`config.mk`:
```
export PLATFORM = sky130hd
export DESIGN_NAME = base64_lenient_decoder
export DESIGN_NICKNAME = d
export VERILOG_FILES = /design/src/rtl/b64ld_pkg.sv /design/src/rtl/b64ld_step.sv /design/src/rtl/b64ld_outq.sv /design/src/rtl/base64_lenient_decoder.sv
export VERILOG_INCLUDE_DIRS = /design/src /design/src/rtl
export SDC_FILE = /design/constraint.sdc
export NUM_CORES = 1
export LEC_CHECK = 0
export BUFFER_PORTS_ARGS = -buffer_cell sky130_fd_sc_hd__buf_2
export CORE_ASPECT_RATIO = 2
export CORE_UTILIZATION = 35
export DETAILED_ROUTE_END_ITERATION = 7
export PLACE_DENSITY = 0.6
export SLEW_MARGIN = 5
export SYNTH_ARGS = -nofsm -noshare
export SYNTH_HDL_FRONTEND = slang
export SYNTH_SLANG_ARGS = --single-unit
```
`constraint.sdc`:
```
create_clock -name clk -period 12.78 [get_ports clk]
set_input_delay 1.917 -clock clk [delete_from_list [all_inputs] [get_ports clk]]
set_output_delay 1.917 -clock clk [all_outputs]
set_load 0.005 [all_outputs]
```
`src/rtl/base64_lenient_decoder_assert.svh`:
```
// Assertion macros shared by the decoder RTL.
`ifndef BASE64_LENIENT_DECODER_ASSERT_SVH
`define BASE64_LENIENT_DECODER_ASSERT_SVH

// Same-cycle implication checked on every rising clock edge outside reset.
`define B64LD_ASSERT_IMP(lbl, pre, post, msg) \
	lbl: assert property (@(posedge clk) disable iff (!arst_n) (pre) |-> (post)) \
		else $error(msg);

// Condition checked in the cycle after the trigger.
`define B64LD_ASSERT_NEXT(lbl, pre, post, msg) \
	lbl: assert property (@(posedge clk) disable iff (!arst_n) (pre) |=> (post)) \
		else $error(msg);

`endif

```
`src/rtl/b64ld_pkg.sv`:
```
// Types shared by the base64 decoder modules.
package b64ld_pkg;

	typedef struct packed {
		logic       byte_valid;
		logic [7:0] data_byte;
		logic       last;
		logic       error;
	} b64ld_res_t;

	// Up to three results produced by one character, written to the queue together.
	typedef struct packed {
		logic [1:0] num;
		b64ld_res_t r0;
		b64ld_res_t r1;
		b64ld_res_t r2;
	} b64ld_push_t;

endpackage

```
`src/rtl/b64ld_step.sv`:
```
// Per-character decode: alphabet lookup, sextet group state and flush results.
module b64ld_step (
	input  logic                  clk,
	input  logic                  arst_n,
	input  logic                  en,
	input  logic                  char_present,
	input  logic [7:0]            text_char,
	input  logic                  end_of_text,
	output b64ld_pkg::b64ld_push_t push
);
	import b64ld_pkg::*;

	localparam logic [7:0] LOWER_OFS = 8'd26;
	localparam logic [7:0] DIGIT_OFS = 8'd52;
	localparam logic [5:0] PLUS_VAL  = 6'd62;
	localparam logic [5:0] SLASH_VAL = 6'd63;
	localparam logic [7:0] CH_PAD    = 8'h3D;

	// {hit, sextet}
	function automatic logic [6:0] sextet_of(input logic [7:0] c);
		logic [7:0] t;
		t = 8'd0;
		if (c >= "A" && c <= "Z") begin
			t = c - "A";
			return {1'b1, t[5:0]};
		end
		if (c >= "a" && c <= "z") begin
			t = c - "a" + LOWER_OFS;
			return {1'b1, t[5:0]};
		end
		if (c >= "0" && c <= "9") begin
			t = c - "0" + DIGIT_OFS;
			return {1'b1, t[5:0]};
		end
		if (c == "+") return {1'b1, PLUS_VAL};
		if (c == "/") return {1'b1, SLASH_VAL};
		return 7'd0;
	endfunction

	logic [17:0] acc_q, acc_n, acc_d;
	logic [1:0]  cnt_q, cnt_n, cnt_d;
	logic        pad_q, pad_n, pad_d;

	always_comb begin
		logic [6:0]  sx;
		logic        hit;
		logic        grp;
		logic [23:0] full;
		sx   = sextet_of(text_char);
		hit  = char_present && !pad_q && sx[6];
		grp  = hit && (cnt_q == 2'd3);
		full = {acc_q, sx[5:0]};

		pad_n = pad_q | (char_present && !pad_q && !sx[6] && (text_char == CH_PAD));
		if (grp) begin
			acc_n = '0;
			cnt_n = 2'd0;
		end else if (hit) begin
			acc_n = {acc_q[11:0], sx[5:0]};
			cnt_n = cnt_q + 2'd1;
		end else begin
			acc_n = acc_q;
			cnt_n = cnt_q;
		end

		push = '0;
		if (grp) begin
			push.num = 2'd3;
			push.r0  = '{byte_valid: 1'b1, data_byte: full[23:16], last: 1'b0, error: 1'b0};
			push.r1  = '{byte_valid: 1'b1, data_byte: full[15:8],  last: 1'b0, error: 1'b0};
			push.r2  = '{byte_valid: 1'b1, data_byte: full[7:0],   last: 1'b0, error: 1'b0};
		end
		if (end_of_text) begin
			case (cnt_n)
				2'd2: begin
					push.num = 2'd1;
					push.r0  = '{byte_valid: 1'b1, data_byte: acc_n[11:4], last: 1'b1,
						error: 1'b0};
				end
				2'd3: begin
					push.num = 2'd2;
					push.r0  = '{byte_valid: 1'b1, data_byte: acc_n[17:10], last: 1'b0,
						error: 1'b0};
					push.r1  = '{byte_valid: 1'b1, data_byte: acc_n[9:2], last: 1'b1,
						error: 1'b0};
				end
				2'd1: begin
					// lone sextet: decode failed
					push.num = 2'd1;
					push.r0  = '{byte_valid: 1'b0, data_byte: 8'd0, last: 1'b1, error: 1'b1};
				end
				default: begin
					if (grp) begin
						push.r2.last = 1'b1;
					end else begin
						push.num = 2'd1;
						push.r0  = '{byte_valid: 1'b0, data_byte: 8'd0, last: 1'b1,
							error: 1'b0};
					end
				end
			endcase
			acc_d = '0;
			cnt_d = 2'd0;
			pad_d = 1'b0;
		end else begin
			acc_d = acc_n;
			cnt_d = cnt_n;
			pad_d = pad_n;
		end
	end

	always_ff @(posedge clk or negedge arst_n) begin
		if (!arst_n) begin
			acc_q <= '0;
			cnt_q <= 2'd0;
			pad_q <= 1'b0;
		end else if (en) begin
			acc_q <= acc_d;
			cnt_q <= cnt_d;
			pad_q <= pad_d;
		end
	end

endmodule

```
`src/rtl/b64ld_outq.sv`:
```
// Result queue: takes up to three results per cycle, hands out one per cycle while rd_ready is high.
module b64ld_outq #(
	parameter int DEPTH = 8
) (
	input  logic                  clk,
	input  logic                  arst_n,
	input  logic                  wr_en,
	input  b64ld_pkg::b64ld_push_t wr,
	output logic                  space,
	output logic [$clog2(DEPTH+1)-1:0] count,
	output logic                  rd_valid,
	input  logic                  rd_ready,
	output b64ld_pkg::b64ld_res_t rd
);
	import b64ld_pkg::*;

	localparam int PW = $clog2(DEPTH);
	localparam int CW = $clog2(DEPTH+1);

	function automatic logic [PW-1:0] wrap_add(input logic [PW-1:0] p, input logic [1:0] k);
		logic [PW:0] s;
		s = {1'b0, p} + (PW+1)'(k);
		if (s >= (PW+1)'(DEPTH)) s = s - (PW+1)'(DEPTH);
		return s[PW-1:0];
	endfunction

	b64ld_res_t      mem [DEPTH];
	b64ld_res_t      ent [3];
	logic [PW-1:0]   head_q, tail_q;
	logic [CW-1:0]   count_q;
	logic [1:0]      wr_num;
	logic            pop;

	assign ent[0]   = wr.r0;
	assign ent[1]   = wr.r1;
	assign ent[2]   = wr.r2;
	assign wr_num   = wr_en ? wr.num : 2'd0;
	assign rd_valid = (count_q != '0);
	assign pop      = rd_valid && rd_ready;
	assign rd       = mem[head_q];
	assign count    = count_q;
	assign space    = (count_q <= CW'(DEPTH - 3));

	always_ff @(posedge clk) begin
		for (int k = 0; k < 3; k++) begin
			if (2'(k) < wr_num) mem[wrap_add(tail_q, 2'(k))] <= ent[k];
		end
	end

	always_ff @(posedge clk or negedge arst_n) begin
		if (!arst_n) begin
			head_q  <= '0;
			tail_q  <= '0;
			count_q <= '0;
		end else begin
			tail_q  <= wrap_add(tail_q, wr_num);
			if (pop) head_q <= wrap_add(head_q, 2'd1);
			count_q <= count_q + CW'(wr_num) - CW'(pop);
		end
	end

endmodule

```
`src/rtl/base64_lenient_decoder.sv`:
```
// Top level of the lenient base64 decoder: input register, decode step, result queue.
// Takes one text character per cycle and returns decoded bytes one per cycle while out_ready
// is high. A character is registered, decoded combinationally against the sextet group
// state, and its zero to three results are written together into a QUEUE_DEPTH-entry result
// queue, from which bytes are read; the input register moves on only while the queue has
// room for three more results, so, as four characters give three bytes, the decoder
// sustains one character per cycle when the consumer takes a byte each cycle.
// Every message ends in exactly one result with last set; error on it means a lone
// leftover sextet and the bytes of that message must be dropped.
module base64_lenient_decoder #(
	parameter int QUEUE_DEPTH = 8
) (
	input  logic       clk,
	input  logic       arst_n,
	input  logic       in_valid,
	output logic       in_ready,
	input  logic       char_present,
	input  logic [7:0] text_char,
	input  logic       end_of_text,
	output logic       out_valid,
	input  logic       out_ready,
	output logic       byte_valid,
	output logic [7:0] data_byte,
	output logic       last,
	output logic       error
);
	import b64ld_pkg::*;
	`include "base64_lenient_decoder_assert.svh"

	localparam int CW = $clog2(QUEUE_DEPTH+1);

	logic        valid_s1;
	logic        present_s1;
	logic [7:0]  char_s1;
	logic        eot_s1;
	logic        advance;
	logic        q_space;
	logic [CW-1:0] q_count;
	b64ld_push_t push;
	b64ld_res_t  head;

	assign advance  = valid_s1 && q_space;
	assign in_ready = !valid_s1 || advance;

	always_ff @(posedge clk or negedge arst_n) begin
		if (!arst_n) begin
			valid_s1 <= 1'b0;
		end else if (in_ready) begin
			valid_s1 <= in_valid;
		end
	end

	always_ff @(posedge clk) begin
		if (in_ready && in_valid) begin
			present_s1 <= char_present;
			char_s1    <= text_char;
			eot_s1     <= end_of_text;
		end
	end

	b64ld_step u_step (
		.clk          (clk),
		.arst_n       (arst_n),
		.en           (advance),
		.char_present (present_s1),
		.text_char    (char_s1),
		.end_of_text  (eot_s1),
		.push         (push)
	);

	b64ld_outq #(.DEPTH(QUEUE_DEPTH)) u_outq (
		.clk      (clk),
		.arst_n   (arst_n),
		.wr_en    (advance),
		.wr       (push),
		.space    (q_space),
		.count    (q_count),
		.rd_valid (out_valid),
		.rd_ready (out_ready),
		.rd       (head)
	);

	assign byte_valid = head.byte_valid;
	assign data_byte  = head.data_byte;
	assign last       = head.last;
	assign error      = head.error;

	`B64LD_ASSERT_IMP(a_count_bound, 1'b1, q_count <= CW'(QUEUE_DEPTH), "result queue overflow")
	`B64LD_ASSERT_NEXT(a_count_track, 1'b1, q_count == $past(q_count) + CW'($past(advance) ? $past(push.num) : 2'd0) - CW'($past(out_valid && out_ready)), "result queue count mismatch")
	`B64LD_ASSERT_IMP(a_err_marker, out_valid && error, last && !byte_valid, "error result is not an end marker")
	`B64LD_ASSERT_IMP(a_eot_result, advance && eot_s1, push.num != 2'd0, "end of text without final result")

endmodule
```
# [Word level (Yosys, flattened, before mapping)]
# Memory sizes are Yosys's and may differ from the RTL's.
# Index checks and enable logic that the tools add are counted.
[classes] add_sub_neg=17 n_lt_le_gt_ge=15 n_eq_ne=7 muxes=55 bitwise=1 reduce_logical=19
[ops] operator="$mux 7" n=10
[ops] operator="$mux 18" n=3
[ops] operator="$pmux 13 s3" n=1
[ops] operator="$mux 35" n=1
[ops] operator="$mux 1" n=25
[ops] operator="$eq 8x6->1 const B" n=3
[ops] operator="$mux 24" n=1
[ops] operator="$mux 3" n=8
[ops] operator="$ge 4x4->1 const B" n=4
[ops] operator="$ge 8x7->1 const B" n=2
[ops] operator="$le 8x7->1 const B" n=2
[ops] operator="$sub 3x1->3 const B" n=5
[ops] operator="$mux 13" n=1
[ops] operator="$sub 6x6->6 const B" n=2
[ops] operator="$logic_and 1x1->1" n=11
[ops] operator="$mux 11" n=1
[ops] operator="$add 3x1->4 const B" n=2
[ops] operator="$ge 8x6->1 const B" n=1
[ops] operator="$le 8x6->1 const B" n=1
[ops] operator="$mux 2" n=4
[ops] operator="$add 6x5->6 const B" n=1
[ops] operator="$add 6x6->6 const B" n=1
[ops] operator="$eq 2x2->1 const B" n=3
[ops] operator="$sub 6x1->6 const B" n=1
[ops] operator="17 further kinds" n=20
[word_totals] register_bits=42 ramBits=88 inputBits=14 word_cells=126 mem_count=1
[memory_table] name="u_outq.mem" depth=8 width=11 read_ports=1 rd_ports_with_merged_regs=0 write_ports=3 line="b64ld_outq.sv:27" rtl="b64ld_res_t mem [DEPTH];"

# [Logic depth before layout (Yosys ltp)]
[depth] ltp_word=28 ltp_mapped=23

# [Cells and area by module]
# A second synthesis with hierarchy kept.
[unflattened] cells_unflattened=949 area_unflattened_um2=9092.5
[modules_own_cells] mod="b64ld_outq" instances=1 cells_per_inst=657 area_each_um2=6419.9 seq_area_each_um2=2892.8
[modules_own_cells] mod="b64ld_step" instances=1 cells_per_inst=277 area_each_um2=2312.2 seq_area_each_um2=525.5
[modules_own_cells] mod="base64_lenient_decoder" instances=1 cells_per_inst=15 area_each_um2=360.3 seq_area_each_um2=325.3

# [Least setup slack after synthesis]
# No wires, ideal clock.
[synth_path] path_kind="register to register" from="register char_s1[2]" to="memory u_outq.mem[0][10] (netlist bit) (enable)" setup_ns=0.340 arrival_ns=4.217 required_time_ns=12.440 slack_ns=8.223 path_stages_with_launch=21 n_path_buf=4 period_less_slack_ns=4.557 cell_sequence="edfxtp_1 > inv_1 > ha_1 > nor2b_1 > o21ai_1 > o21a_1 > buf_4 > o21ai_1 > buf_2 > nand2_1 > o21ai_0 > inv_1 > ha_1 > nor2b_1 > and2_1 > clkbuf_1 > o21ai_2 > nor3_1 > clkbuf_1 > nor2_1 > nand2_1"
[synth_rtl] item="start, declared" line="base64_lenient_decoder.sv:34" rtl="logic [7:0] char_s1;"
[synth_rtl] item="start signal, assigned" line="base64_lenient_decoder.sv:56" rtl="char_s1 <= text_char;"
[synth_rtl] item="end, declared" line="b64ld_outq.sv:27"

==> run_results.csv <==
group,metric,value,unit
power_and_ir_drop,p_switching,0.687,mW
clock_tree,clock-root-buffer,"clkbuf_16",
clock_tree,htreeDepth,4,
clock_tree,cts_tree,"done",
clock_tree,cts_setup_buffers,0,
run_status,status,"completed",
sta,rsz0062_at_grt,"no",
critical_path,critPathCaptureType,"flop",
synthesis,synth_seq_cells,130,
global_routing,grt_usage,22.8,%
power_and_ir_drop,pwr-share-clk,26.2,%
drt,drcViolationCount,0,
die,die_w,109,um
placed_design,dp_cells,998,
clock_tree,clk_pin_slew,60,ps
sta,fmax,172,MHz
critical_path,reg2regPathDepth,15,
hold_path,min_path_cells,2,
synthesis,synth_area,7970,um2
drt,vias,6392,
synthesis,synth_top_area_cell,"edfxtp_1",
drt,drt-total-wl,25.0,mm
layout,drive_above_1_share,17.8,%
sta,fin_worst_skew,11.0,ps
synthesis,ys.flop_type,"edfxtp_1",
synthesis,async_flop_share,24.6,%
layout,utilization,39.9,%
clock_tree,clkSinkCount,130,
placed_design,hpwl,18.8,mm
critical_path,required,12850,ps
die,die_h,215,um
die,ios,27,
global_routing,first_global_vias,6711,
synthesis,synth-edff-count,90,
power_and_ir_drop,sequentialPowerShare,37.6,%
power_and_ir_drop,comb_power_share,36.2,%
drt,vias_per_cell,6.21,
layout,synthToLayoutAreaGrowth,11.4,%
critical_path,critPathArrivalTime,5900,ps
critical_path,critPathMaxStageDelay,980,ps
drt,drtIter0Drc,372,
synthesis,syn_area_per_cell,10.9,um2
sta,fin_setup_tns,0,ps
die,core,22300,um2
sta,worstMarginPinSlew,1400,ps
power_and_ir_drop,powerDensity,195,nW/um2
clock_tree,clockBufferDepth,2,
synthesis,post-synth-top-count-cell,"edfxtp_1",
placed_design,pre_cts_ws,7090,ps
clock_tree,numCtsBuffers,17,
critical_path,crit_fanout,13,
global_routing,top_usage_layer,"met2",
synthesis,synth_fp_nets,770,
layout,finalInstanceArea,8870,um2
drt,dr.pass1.iters,5,
synthesis,synth_seq_area_share,46.0,%
critical_path,cp_cell_sequence,"inv_1, ha_1, a21oi_1, a41oi_1, a211oi_2, o21ai_2, o21ai_0, inv_1, ha_1, nor2b_1, and2_1, o21ai_2, nor4b_2, nor2_1, nand2_1",
sta,hold_viol,0,
power_and_ir_drop,vdd_drop_max,83.7,uV
layout,antenna_cells,0,
synthesis,syn_inst,731,
drt,avgRoutedWirePerCell,24.3,um
power_and_ir_drop,p_leak,3.01,nW
sta,finalMaxSlewViolations,0,
sta,setup_slack,6960,ps
placed_design,placed_area,8330,um2
job,drv_cap,0,
sta,finalSetupViolCount,0,
power_and_ir_drop,swShare,39.7,%
sta,min_period_over_period,45.6,%
global_routing,grtUsageMet2,43.2,%
layout,layout.nets,780,
die,die_area,23400,um2
layout,fin_cells,1029,
global_routing,grt_antenna_before_repair,0,
global_routing,use_met1,21.2,%
global_routing,grt.overflow.total,0,
die,num_rows,77,
global_routing,grt_max_degree,34,
sta,relSlewSlack,6.37,%
critical_path,critPathLaunchType,"flop",
die,start_util,35.8,%
placed_design,routabilityCongestion,0.905,
clock_tree,clkLatencyLatePin,430,ps
clock_tree,post_cts_resize_count,0,
synthesis,yosys.area.top_type_share,33.9,%
sta,period_needed,5820,ps
synthesis,ys.warnings.count,0,
synthesis,synth_area_leaders,"edfxtp_1 34%, dfrtp_1 10%, mux4_2 6.2%",
placed_design,io_buffers,26,
synthesis,synth_commonest_cells,"90 x edfxtp_1, 89 x nand2_1, 62 x a22oi_1, 42 x o21ai_0",
critical_path,crit_slowest_cell,"nor4b_2",
power_and_ir_drop,p_int,1.05,mW
clock_tree,cts_hold_buf,0,
global_routing,grt_pass1_wl,38.5,mm
critical_path,path_class,"flop to flop",
synthesis,yosysUniqueCellTypes,70,
global_routing,grtUsageMet3,3.82,%
drt,ant_nets,0,
hold_path,hold_path.class,"flop to flop",
==> state kept, by name (all words and copies together), names as in the netlist, 2 cells and up <==
name	flops
u_outq.mem	88
u_outq.tail_q	3
u_step.acc_q	18
u_step.cnt_q	2
u_outq.count	4
char_s1	8
u_outq.head_q	3
==> final timing paths <==
kind / startpoint / end / slack (ps)
max: char_s1[2] / u_outq.mem[7][6] / 6960
min in group asynchronous: arst_n / u_step.acc_q[15] / 1570
max in group asynchronous: arst_n / u_outq.tail_q[2] / 10680
min reg2reg: u_outq.mem[3][0] / u_outq.mem[3][0] / 530
max reg2reg: char_s1[2] / u_outq.mem[7][6] / 6960
min: u_outq.mem[3][0] / u_outq.mem[3][0] / 530
==> critical path: cells and delay by family, from the launching register on <==
| kind | cells | cell delay, ps |
|---|---|---|
| flip-flops | 1 | 470 |
| buffers and inverters | 2 | 280 |
| AND/OR/NAND/NOR | 5 | 2160 |
| AO/OA/AOI/OAI | 6 | 1960 |
| adder cells (fa/ha/maj) | 2 | 570 |
==> logic make-up after synthesis <==
| group | synth area share (%) |
|---|---|
| XOR/XNOR | 1.10 |
| multiplexers | 9.36 |
| flip-flops | 46.0 |
| buffers and inverters | 3.33 |
| AND/OR/NAND/NOR | 14.8 |
| AO/OA/AOI/OAI | 21.3 |
| adder cells (fa/ha/maj) | 4.12 |
==> through the flow <==
step / hold WS (ps) / power, mW
2_1_floorplan: 472 / 1.07
3_3_place_gp: 512 / 1.28
3_5_place_dp: 524 / 1.29
4_1_cts: 535 / 1.74
5_1_grt: 550 / 1.83
6_report: 532 / 1.73
==> power by group through the flow <==
stage | Clock [mW] | Combinational (mW) | Sequential [mW]
final | 0.454 | 0.628 | 0.652
after global routing | 0.476 | 0.688 | 0.661
after CTS | 0.456 | 0.633 | 0.650
after detailed placement | 0 | 0.630 | 0.658
after global placement | 0 | 0.625 | 0.655
after floorplan | 0 | 0.480 | 0.592
==> layer usage <==
layer | vias to the layer above | wire [um]
li1 | 2865 | -
met1 | 3156 | 7800
met2 | 266 | 14500
met3 | 105 | 1070
met4 | 0 | 1710
met5 | - | 0
==> area by class of cell <==
class | count | area (um2)
multi-input combinational | 538 | 4050
clock buffer | 18 | 429
timing repair buffer | 36 | 205
inverter | 18 | 67.6
tap | 276 | 345
fill | 2165 | 13400
sequential | 130 | 3660
clock inverter | 13 | 114
==> placed cells by master, fill, tap and decap left out, types with 3 or more instances in the layout <==
cell / n
edfxtp_1: 90
nand2_1: 89
a22oi_1: 62
o21ai_0: 42
o21ai_1: 36
nor2_1: 36
dfrtp_1: 32
buf_2: 26
ha_1: 23
mux4_2: 22
a21oi_1: 17
clkbuf_16: 17
inv_1: 16
nor3_1: 16
and3_1: 13
a221o_1: 13
mux2_2: 13
nand2b_1: 12
nand3_1: 11
o211ai_1: 11
a22o_1: 11
buf_4: 10
mux2i_1: 9
and2_1: 8
dfxtp_1: 8
o221ai_1: 7
nor2b_1: 6
xnor2_1: 6
a221oi_1: 5
o21ai_2: 4
nand4_1: 4
nor4_2: 4
or3_1: 4
nor4_4: 4
xor2_1: 4
o211a_1: 3
nor3_4: 3
clkinvlp_4: 3
clkinv_4: 3
Note: power is estimated with default switching activity, not from simulation.
